[src/rtl/tsk_pkg.sv]
// Shared types for the topological sort block.
package tsk_pkg;

    typedef struct packed {
        logic clear_run;
        logic load_edge;
        logic start_scan;
    } tsk_cmd_t;

    typedef struct packed {
        logic busy;
        logic out_valid;
    } tsk_stat_t;

endpackage

[src/rtl/tsk_ctrl.sv]
// Controller: accepts edge items, starts the sort and waits for the run to drain.
module tsk_ctrl (
    input  logic                clk,
    input  logic                rst_n,
    input  logic                in_fire,
    input  logic                in_last,
    input  tsk_pkg::tsk_stat_t  stat,
    output tsk_pkg::tsk_cmd_t   cmd,
    output logic                accepting
);

    localparam logic [1:0] ST_LOAD = 2'd0;
    localparam logic [1:0] ST_SORT = 2'd1;

    logic [1:0] state_reg;
    logic [1:0] state_next;

    always_comb
    begin
        state_next     = state_reg;
        cmd            = '0;
        accepting      = 1'b0;
        case (state_reg)
            ST_LOAD:
            begin
                accepting     = 1'b1;
                cmd.load_edge = in_fire;
                if (in_fire && in_last)
                begin
                    cmd.start_scan = 1'b1;
                    state_next     = ST_SORT;
                end
            end
            ST_SORT:
            begin
                if (!stat.busy)
                begin
                    cmd.clear_run = 1'b1;
                    state_next    = ST_LOAD;
                end
            end
            default:
            begin
                state_next = ST_LOAD;
            end
        endcase
    end

    always_ff @(posedge clk or negedge rst_n)
    begin
        if (!rst_n)
        begin
            state_reg <= ST_LOAD;
        end
        else
        begin
            state_reg <= state_next;
        end
    end

endmodule

[src/rtl/tsk_dp.sv]
// Datapath: edge stores, in-degree table, ready queue and result sequencing.
module tsk_dp #(
    parameter int MAX_VERTICES = 64,
    parameter int MAX_EDGES    = 256
) (
    input  logic                    clk,
    input  logic                    rst_n,
    input  tsk_pkg::tsk_cmd_t       cmd,
    input  logic [6:0]              vertex_count,
    input  logic [5:0]              edge_source,
    input  logic [5:0]              edge_target,
    input  logic                    edge_present,
    output tsk_pkg::tsk_stat_t      stat,
    output logic [5:0]              order_vertex,
    output logic                    vertex_placed,
    output logic                    last_in_order,
    output logic                    edges_dropped,
    input  logic                    out_ready
);

    localparam int EW = (MAX_EDGES > 1) ? $clog2(MAX_EDGES) : 1;
    localparam int CW = $clog2(MAX_EDGES + 1);
    localparam int VI = (MAX_VERTICES > 1) ? $clog2(MAX_VERTICES) : 1;
    localparam int DW = CW;

    localparam logic [2:0] P_IDLE  = 3'd0;
    localparam logic [2:0] P_CLEAR = 3'd1;
    localparam logic [2:0] P_COUNT = 3'd2;
    localparam logic [2:0] P_SEED  = 3'd3;
    localparam logic [2:0] P_POP   = 3'd4;
    localparam logic [2:0] P_SCAN  = 3'd5;
    localparam logic [2:0] P_EMIT  = 3'd6;

    localparam logic [1:0] SUB_FETCH  = 2'd0;
    localparam logic [1:0] SUB_LOOKUP = 2'd1;
    localparam logic [1:0] SUB_UPDATE = 2'd2;

    logic [5:0]    src_mem [MAX_EDGES];
    logic [5:0]    tgt_mem [MAX_EDGES];
    logic [5:0]    fifo_mem [MAX_VERTICES];
    logic [DW-1:0] indeg_mem [MAX_VERTICES];

    logic [CW-1:0] edge_total_reg;
    logic [6:0]    head_reg;
    logic [6:0]    tail_reg;
    logic          drop_reg;
    logic [2:0]    phase_reg;
    logic [1:0]    sub_reg;
    logic [CW-1:0] eidx_reg;
    logic [6:0]    vidx_reg;
    logic [5:0]    cur_reg;
    logic [5:0]    rs_reg;
    logic [5:0]    rt_reg;
    logic [5:0]    fifo_rd_reg;
    logic [DW-1:0] deg_rd_reg;
    logic          out_valid_reg;
    logic [5:0]    ov_reg;
    logic          vp_reg;
    logic          last_reg;

    logic [6:0]    cnt;
    logic          ok_edge;
    logic [EW-1:0] rd_addr;
    logic          s_in;
    logic          t_in;
    logic [VI-1:0] deg_raddr;
    logic          deg_we;
    logic [VI-1:0] deg_waddr;
    logic [DW-1:0] deg_wdata;
    logic          push_en;
    logic          push_ok;
    logic [5:0]    push_v;

    always_comb
    begin
        if (vertex_count == 7'd0)
            cnt = 7'd1;
        else if (vertex_count > 7'(MAX_VERTICES))
            cnt = 7'(MAX_VERTICES);
        else
            cnt = vertex_count;
    end

    assign ok_edge = edge_present && (edge_total_reg < CW'(MAX_EDGES))
                     && ({1'b0, edge_source} < cnt) && ({1'b0, edge_target} < cnt);

    assign rd_addr = eidx_reg[EW-1:0];
    assign s_in    = ({1'b0, rs_reg} < cnt);
    assign t_in    = ({1'b0, rt_reg} < cnt);

    always_ff @(posedge clk)
    begin
        if (cmd.load_edge && ok_edge)
        begin
            src_mem[edge_total_reg[EW-1:0]] <= edge_source;
            tgt_mem[edge_total_reg[EW-1:0]] <= edge_target;
        end
        rs_reg <= src_mem[rd_addr];
        rt_reg <= tgt_mem[rd_addr];
    end

    assign deg_raddr = (phase_reg == P_SEED) ? vidx_reg[VI-1:0] : rt_reg[VI-1:0];

    always_comb
    begin
        deg_we    = 1'b0;
        deg_waddr = rt_reg[VI-1:0];
        deg_wdata = deg_rd_reg + DW'(1);
        case (phase_reg)
            P_CLEAR:
            begin
                if (vidx_reg < cnt)
                begin
                    deg_we    = 1'b1;
                    deg_waddr = vidx_reg[VI-1:0];
                    deg_wdata = '0;
                end
            end
            P_COUNT:
            begin
                if (sub_reg == SUB_UPDATE && s_in && t_in)
                    deg_we = 1'b1;
            end
            P_SCAN:
            begin
                if (sub_reg == SUB_UPDATE && rs_reg == cur_reg && t_in && deg_rd_reg != '0)
                begin
                    deg_we    = 1'b1;
                    deg_wdata = deg_rd_reg - DW'(1);
                end
            end
            default:
            begin
                deg_we = 1'b0;
            end
        endcase
    end

    always_ff @(posedge clk)
    begin
        if (deg_we)
            indeg_mem[deg_waddr] <= deg_wdata;
        deg_rd_reg <= indeg_mem[deg_raddr];
    end

    always_comb
    begin
        push_en = 1'b0;
        push_v  = rt_reg;
        if (phase_reg == P_SEED && sub_reg == SUB_UPDATE && deg_rd_reg == '0)
        begin
            push_en = 1'b1;
            push_v  = vidx_reg[5:0];
        end
        else if (phase_reg == P_SCAN && sub_reg == SUB_UPDATE && rs_reg == cur_reg && t_in
                 && deg_rd_reg == DW'(1))
        begin
            push_en = 1'b1;
        end
    end

    assign push_ok = push_en && (tail_reg < 7'(MAX_VERTICES));

    always_ff @(posedge clk)
    begin
        if (push_ok)
            fifo_mem[tail_reg[VI-1:0]] <= push_v;
        fifo_rd_reg <= fifo_mem[head_reg[VI-1:0]];
    end

    assign stat.busy      = (phase_reg != P_IDLE) || out_valid_reg;
    assign stat.out_valid = out_valid_reg;

    always_ff @(posedge clk or negedge rst_n)
    begin
        if (!rst_n)
        begin
            edge_total_reg <= '0;
            drop_reg       <= 1'b0;
        end
        else if (cmd.clear_run)
        begin
            edge_total_reg <= '0;
            drop_reg       <= 1'b0;
        end
        else if (cmd.load_edge && edge_present)
        begin
            if (ok_edge)
                edge_total_reg <= edge_total_reg + CW'(1);
            else
                drop_reg <= 1'b1;
        end
    end

    always_ff @(posedge clk or negedge rst_n)
    begin
        if (!rst_n)
        begin
            head_reg      <= '0;
            tail_reg      <= '0;
            phase_reg     <= P_IDLE;
            sub_reg       <= SUB_FETCH;
            eidx_reg      <= '0;
            vidx_reg      <= '0;
            cur_reg       <= '0;
            out_valid_reg <= 1'b0;
            ov_reg        <= '0;
            vp_reg        <= 1'b0;
            last_reg      <= 1'b0;
        end
        else
        begin
            case (phase_reg)
                P_IDLE:
                begin
                    if (cmd.start_scan)
                    begin
                        phase_reg <= P_CLEAR;
                        sub_reg   <= SUB_FETCH;
                        vidx_reg  <= '0;
                        head_reg  <= '0;
                        tail_reg  <= '0;
                    end
                end
                P_CLEAR:
                begin
                    if (vidx_reg < cnt)
                        vidx_reg <= vidx_reg + 7'd1;
                    else
                    begin
                        phase_reg <= P_COUNT;
                        eidx_reg  <= '0;
                        sub_reg   <= SUB_FETCH;
                    end
                end
                P_COUNT:
                begin
                    if (sub_reg == SUB_FETCH)
                    begin
                        if (eidx_reg == edge_total_reg)
                        begin
                            phase_reg <= P_SEED;
                            vidx_reg  <= '0;
                        end
                        else
                            sub_reg <= SUB_LOOKUP;
                    end
                    else if (sub_reg == SUB_LOOKUP)
                        sub_reg <= SUB_UPDATE;
                    else
                    begin
                        eidx_reg <= eidx_reg + CW'(1);
                        sub_reg  <= SUB_FETCH;
                    end
                end
                P_SEED:
                begin
                    if (sub_reg == SUB_FETCH)
                    begin
                        if (vidx_reg < cnt)
                            sub_reg <= SUB_UPDATE;
                        else
                            phase_reg <= P_POP;
                    end
                    else
                    begin
                        if (push_ok)
                            tail_reg <= tail_reg + 7'd1;
                        vidx_reg <= vidx_reg + 7'd1;
                        sub_reg  <= SUB_FETCH;
                    end
                end
                P_POP:
                begin
                    if (sub_reg == SUB_FETCH)
                    begin
                        if (head_reg < tail_reg)
                            sub_reg <= SUB_UPDATE;
                        else
                        begin
                            phase_reg <= P_EMIT;
                            vidx_reg  <= '0;
                            head_reg  <= '0;
                        end
                    end
                    else
                    begin
                        cur_reg   <= fifo_rd_reg;
                        head_reg  <= head_reg + 7'd1;
                        eidx_reg  <= '0;
                        sub_reg   <= SUB_FETCH;
                        phase_reg <= P_SCAN;
                    end
                end
                P_SCAN:
                begin
                    if (sub_reg == SUB_FETCH)
                    begin
                        if (eidx_reg == edge_total_reg)
                            phase_reg <= P_POP;
                        else
                            sub_reg <= SUB_LOOKUP;
                    end
                    else if (sub_reg == SUB_LOOKUP)
                        sub_reg <= SUB_UPDATE;
                    else
                    begin
                        if (push_ok)
                            tail_reg <= tail_reg + 7'd1;
                        eidx_reg <= eidx_reg + CW'(1);
                        sub_reg  <= SUB_FETCH;
                    end
                end
                P_EMIT:
                begin
                    if (!out_valid_reg || out_ready)
                    begin
                        if (vidx_reg < cnt)
                        begin
                            if (sub_reg == SUB_FETCH)
                            begin
                                out_valid_reg <= 1'b0;
                                sub_reg       <= SUB_UPDATE;
                            end
                            else
                            begin
                                out_valid_reg <= 1'b1;
                                vp_reg        <= (vidx_reg < tail_reg);
                                ov_reg        <= (vidx_reg < tail_reg) ? fifo_rd_reg : 6'd0;
                                last_reg      <= (vidx_reg + 7'd1 == cnt);
                                vidx_reg      <= vidx_reg + 7'd1;
                                head_reg      <= head_reg + 7'd1;
                                sub_reg       <= SUB_FETCH;
                            end
                        end
                        else
                        begin
                            out_valid_reg <= 1'b0;
                            phase_reg     <= P_IDLE;
                        end
                    end
                end
                default:
                begin
                    phase_reg <= P_IDLE;
                end
            endcase
        end
    end

    assign order_vertex  = ov_reg;
    assign vertex_placed = vp_reg;
    assign last_in_order = last_reg;
    assign edges_dropped = drop_reg;

endmodule

[src/rtl/topological_sort_kahn.sv]
// Top level of the Kahn topological sort block.
// Edge items arrive on the s_axis channel, one per cycle while loading; tdata
// holds edge_source, edge_target and edge_present, and tlast marks the last
// item of a graph. Present edges with both ends below the vertex count are
// stored while room remains; other present edges set the drop flag.
// After the last item the block stops accepting until the run has drained and
// runs the sort: it clears the in-degree table, counts in-degrees over the
// stored edges, seeds the ready queue with each vertex of in-degree zero, and
// for every popped vertex scans the stored edges through fetch, lookup and
// update steps, queueing each target whose in-degree falls to zero. Then it
// delivers one result per vertex on m_axis (a vertex count of 0 counts as 1,
// over MAX_VERTICES as that); tlast marks the last and tuser is the drop flag.
// When the receiver stalls, the current result holds and the sequencer
// waits. Reset empties the graph and sets vertex_count to 64; the in-degree
// table is cleared by the pass at the start of each sort. The vertex count is
// written through cfg_wr_en and cfg_wr_data; the user must write it only
// while the block is idle, as the block itself does not enforce this.
module topological_sort_kahn #(
    parameter int MAX_VERTICES = 64,
    parameter int MAX_EDGES    = 256
) (
    input  logic        clk,
    input  logic        rst_n,
    input  logic        cfg_wr_en,
    input  logic [6:0]  cfg_wr_data,
    input  logic        s_axis_tvalid,
    output logic        s_axis_tready,
    // Fields from bit 0: edge_source[5:0], edge_target[11:6], edge_present[12].
    input  logic [15:0] s_axis_tdata,
    input  logic        s_axis_tlast,
    output logic        m_axis_tvalid,
    input  logic        m_axis_tready,
    // Fields from bit 0: order_vertex[5:0], vertex_placed[6].
    output logic [7:0]  m_axis_tdata,
    output logic        m_axis_tlast,
    // Fields from bit 0: edges_dropped[0].
    output logic        m_axis_tuser
);

    tsk_pkg::tsk_cmd_t  cmd;
    tsk_pkg::tsk_stat_t stat;
    logic [6:0] vcount_reg;
    logic       accepting;
    logic       in_fire;
    logic [5:0] ov;
    logic       vp;

    always_ff @(posedge clk or negedge rst_n)
    begin
        if (!rst_n)
            vcount_reg <= 7'd64;
        else if (cfg_wr_en)
            vcount_reg <= cfg_wr_data;
    end

    assign s_axis_tready = accepting;
    assign in_fire       = s_axis_tvalid && accepting;

    tsk_ctrl u_ctrl (
        .clk       (clk),
        .rst_n     (rst_n),
        .in_fire   (in_fire),
        .in_last   (s_axis_tlast),
        .stat      (stat),
        .cmd       (cmd),
        .accepting (accepting)
    );

    tsk_dp #(
        .MAX_VERTICES (MAX_VERTICES),
        .MAX_EDGES    (MAX_EDGES)
    ) u_dp (
        .clk           (clk),
        .rst_n         (rst_n),
        .cmd           (cmd),
        .vertex_count  (vcount_reg),
        .edge_source   (s_axis_tdata[5:0]),
        .edge_target   (s_axis_tdata[11:6]),
        .edge_present  (s_axis_tdata[12]),
        .stat          (stat),
        .order_vertex  (ov),
        .vertex_placed (vp),
        .last_in_order (m_axis_tlast),
        .edges_dropped (m_axis_tuser),
        .out_ready     (m_axis_tready)
    );

    assign m_axis_tvalid = stat.out_valid;
    assign m_axis_tdata  = {1'b0, vp, ov};

    a_no_accept_while_out: assert property (@(posedge clk) disable iff (!rst_n)
        m_axis_tvalid |-> !s_axis_tready)
        else $error("input accepted while results pending");

    a_unplaced_zero: assert property (@(posedge clk) disable iff (!rst_n)
        (m_axis_tvalid && !m_axis_tdata[6]) |-> (m_axis_tdata[5:0] == 6'd0))
        else $error("unplaced result carries a vertex");

    a_last_ends: assert property (@(posedge clk) disable iff (!rst_n)
        (m_axis_tvalid && m_axis_tready && m_axis_tlast) |=> !m_axis_tvalid)
        else $error("result after final item");

endmodule
[config.mk]
export PLATFORM = sky130hd
export DESIGN_NAME = topological_sort_kahn
export DESIGN_NICKNAME = d
export VERILOG_FILES = /design/src/rtl/tsk_pkg.sv /design/src/rtl/tsk_ctrl.sv /design/src/rtl/tsk_dp.sv /design/src/rtl/topological_sort_kahn.sv
export SDC_FILE = /design/constraint.sdc
export NUM_CORES = 2
export LEC_CHECK = 0
export ABC_CLOCK_PERIOD_IN_PS = 5720
export BUFFER_PORTS_ARGS = -buffer_cell sky130_fd_sc_hd__buf_2
export CELL_PAD_IN_SITES_DETAIL_PLACEMENT = 2
export CELL_PAD_IN_SITES_GLOBAL_PLACEMENT = 2
export CORE_MARGIN = 4
export CORE_UTILIZATION = 45
export DETAILED_ROUTE_END_ITERATION = 10
export PLACE_DENSITY_LB_ADDON = 0.12
export SYNTH_ARGS = -nofsm -noshare
export SYNTH_HDL_FRONTEND = slang
export SYNTH_SLANG_ARGS = --single-unit
[constraint.sdc]
create_clock -name clk -period 5.72 [get_ports clk]
set_clock_uncertainty 0.2 [all_clocks]
set_input_delay 0.286 -clock clk [delete_from_list [all_inputs] [get_ports clk]]
set_output_delay 0.286 -clock clk [all_outputs]
set_load 0.01 [all_outputs]
==> impl_metrics.env <==
export IMPL_drc=0
export IMPL_crit_family="compound AO/OA/AOI/OAI gates"
export IMPL_dieArea_sq_mm=0.371
export IMPL_synth_most_common_cell="edfxtp_1"
export IMPL_htreeDepth=5
export IMPL_antenna_found_initial=39
export IMPL_synth_top_area_frac=0.745
export IMPL_end_kind="flop"
export IMPL_synth_common_cells="edfxtp_1, mux4_2, nand2_1"
export IMPL_min_from="s_axis_tdata[1]"
export IMPL_grt_pass1_vias=97100
export IMPL_cts_root_buf="clkbuf_16"
export IMPL_drive_gt1_frac=0.245
export IMPL_hold_class="in -> reg"
export IMPL_r2r_start="u_dp.eidx_reg[0]$_DFFE_PN0P_"
export IMPL_grt_max_degree=142
export IMPL_period_share=0.958
export IMPL_holdPathStages=2
export IMPL_wl_per_cell_um=40.7
export IMPL_synthAdderAreaFrac=0.00385
export IMPL_ioPinCount=41
export IMPL_ir_worst_vdd_mv=0.391
export IMPL_avgSynthCellArea_sq_um=19.6
export IMPL_synthFlopType="edfxtp_1"
export IMPL_path_buf_inv=2
export IMPL_grt_pass1_wl_um=808000
export IMPL_worstPathCellList="buf_4, mux4_2, a22o_1, a221oi_1, a221oi_1, nor4_1, o31ai_1, buf_4"
export IMPL_power_frac_clock=0.314
export IMPL_nets=9098
export IMPL_power_leakage_nw=59.4
export IMPL_setup_tns_ns=0
export IMPL_grt_setup_unrepaired="false"
export IMPL_yosys_area_share_simple=0.0439
export IMPL_viasPerCell=6.52
export IMPL_cp_arrival_ns=6.12
export IMPL_maxCapViolCount=0
export IMPL_synth_distinct_cells=95
export IMPL_internal_power_mw=60.1
export IMPL_path_class="reg -> reg"
export IMPL_dp_hpwl_um=352000
export IMPL_ys_seq_area_frac=0.759
export IMPL_report_final_hold_viol_count=0
export IMPL_max_slew_margin=0.0503
export IMPL_max_stage_delay_ns=1.27
export IMPL_wl_um=577000
export IMPL_p_switching_mw=31.2
export IMPL_firstDrtPassIters=6
export IMPL_clk_path_buf_depth=4
export IMPL_grt_overflow=0
export IMPL_drtAntennaViolNets=0
export IMPL_syn2layout_area_growth_pct=14.8
export IMPL_gp_congestion=0.835
export IMPL_die_w_um=609
export IMPL_worst_pin_slew_ns=1.41
export IMPL_required_ns=6.36
export IMPL_numCtsBuffers=432
export IMPL_synth_compound_area_frac=0.0337
export IMPL_netlist_instances=8309
export IMPL_drt_iter0_drc=13100
export IMPL_yosysWarnings=0
export IMPL_fin_crit_ns=5.48
export IMPL_synth_area_sq_mm=0.162
export IMPL_swShare=0.342
export IMPL_ys_ff_latch=4127
export IMPL_r2r_cells=8
export IMPL_seqPwrFrac=0.391
export IMPL_die_y_um=609
export IMPL_cts_tree="done"
export IMPL_p_total_mw=91.3
export IMPL_finalMaxSlewViolations=0
export IMPL_numPortBuffers=36
export IMPL_min_to="u_dp.src_mem[142][1]$_DFFE_PP_"
export IMPL_insertion_delay_ns=1.03
export IMPL_routed_via_count=92400
export IMPL_start_util=0.452
export IMPL_synth_edf_count=4032
export IMPL_track_usage=0.307
export IMPL_async_flop_share=0.0165
export IMPL_synth_top_family_by_area="multiplexers"
export IMPL_status="finished, final reports clean"
export IMPL_r2r_setup_slack_ns=0.24
export IMPL_synth_nets=8388
export IMPL_r2r_end="u_dp.rt_reg[2]$_DFF_P_"
export IMPL_yosysTopAreaCell="edfxtp_1"
export IMPL_clk_pin_slew_worst_paths_ns=0.07
export IMPL_synth_xor_area_frac=0.00146
export IMPL_fmax_ghz=0.183
export IMPL_p_comb_frac=0.295
export IMPL_p_per_area_mw_per_mm2=489
export IMPL_cts_num_sinks=4127
export IMPL_rows=220
export IMPL_crit_path_start_kind="flop"
export IMPL_core_sq_mm=0.359
export IMPL_synth_area_top_cells="edfxtp_1, mux4_2, mux2i_1, nand2_1, dfrtp_1"
export IMPL_cp_max_fo=30
export IMPL_setup_violations=0
export IMPL_cpMaxStageDelayCell="dfrtp_4"
export IMPL_synthMuxAreaShare=0.141
-- cells in the final DEF, fill, tap and decap left out, drive strengths merged, types with 101 or more instances in the layout --
cell type,count
a21oi,107
a22oi,101
buf,713
clkbuf,541
clkinv,206
edfxtp,4032
mux2i,329
mux4,852
nand2,618
nand3,277
nor2,399
nor3,127
-- final cells by class --
cell class / count / area [sq um]
multi-input combinational: 3665 / 36600
timing repair buffer: 762 / 6440
fill: 31000 / 173000
clock buffer: 541 / 11600
clock inverter: 266 / 2450
antenna: 12 / 30.0
sequential: 4127 / 123000
inverter: 31 / 124
tap: 4773 / 5970
-- power by group through the flow --
stage,clock (mW),sequential (mW),combinational [mW]
after floorplan,0,35.9,15.2
after global placement,0,36.3,25.6
after detailed placement,0,36.3,26.5
after CTS,29.1,35.7,26.9
after global routing,30.4,35.7,28.0
final,28.6,35.7,27.0
-- worst max-delay path by stage --
stage                                            start                               to  slack, ns  cells after the start
final                     u_dp.eidx_reg[0]$_DFFE_PN0P_           u_dp.rt_reg[2]$_DFF_P_       0.24                      8
after global routing         vcount_reg[6]$_DFFE_PN1P_  u_dp.indeg_mem[31][4]$_DFFE_PP_       0.07                     10
after CTS                    vcount_reg[6]$_DFFE_PN1P_  u_dp.indeg_mem[39][3]$_DFFE_PP_       0.09                     10
after detailed placement     vcount_reg[6]$_DFFE_PN1P_  u_dp.indeg_mem[39][2]$_DFFE_PP_       0.25                     10
after global placement       vcount_reg[6]$_DFFE_PN1P_    u_dp.tgt_mem[50][5]$_DFFE_PP_       0.49                     12
after floorplan              vcount_reg[6]$_DFFE_PN1P_   u_dp.indeg_mem[0][1]$_DFFE_PP_       0.01                     10
-- through the flow --
stage | instance area [sq um] | setup slack, ns | util | std cells | hold slack (ns)
finish | 187000 | 0.243 | 0.519 | 14200 | 0.0748
global route | 187000 | 0.0718 | 0.519 | 14200 | 0.0437
CTS | 186000 | 0.0912 | 0.519 | 14200 | 0.0124
detailed placement | 172000 | 0.250 | 0.479 | 13300 | -0.0556
global placement | 172000 | 0.489 | 0.479 | 13300 | -0.0594
floorplan | 162000 | 0.0136 | - | 8309 | -0.210
-- cells by family after synthesis --
kind of cell,count (synthesis)
AO/OA/AOI/OAI,764
XOR/XNOR,27
adder cells (fa/ha/maj),50
buffers and inverters,517
flip-flops,4127
multiplexers,1214
other,1
AND/OR/NAND/NOR,1609
-- metal layers --
metal | track usage | wire, um
met5 | 0 | 121
met4 | 0.109 | 24100
met3 | 0.0564 | 49400
met2 | 0.491 | 275000
met1 | 0.426 | 228000
-- timing repair --
item                                    4_1_cts  5_1_grt
endpoints found under the setup margin        0        9
endpoints found under the hold margin      1005        0
hold buffers                                 49        0
resized for setup                             0        1
setup buffers                                 0        0
Note: power is estimated with default switching activity, not from simulation.
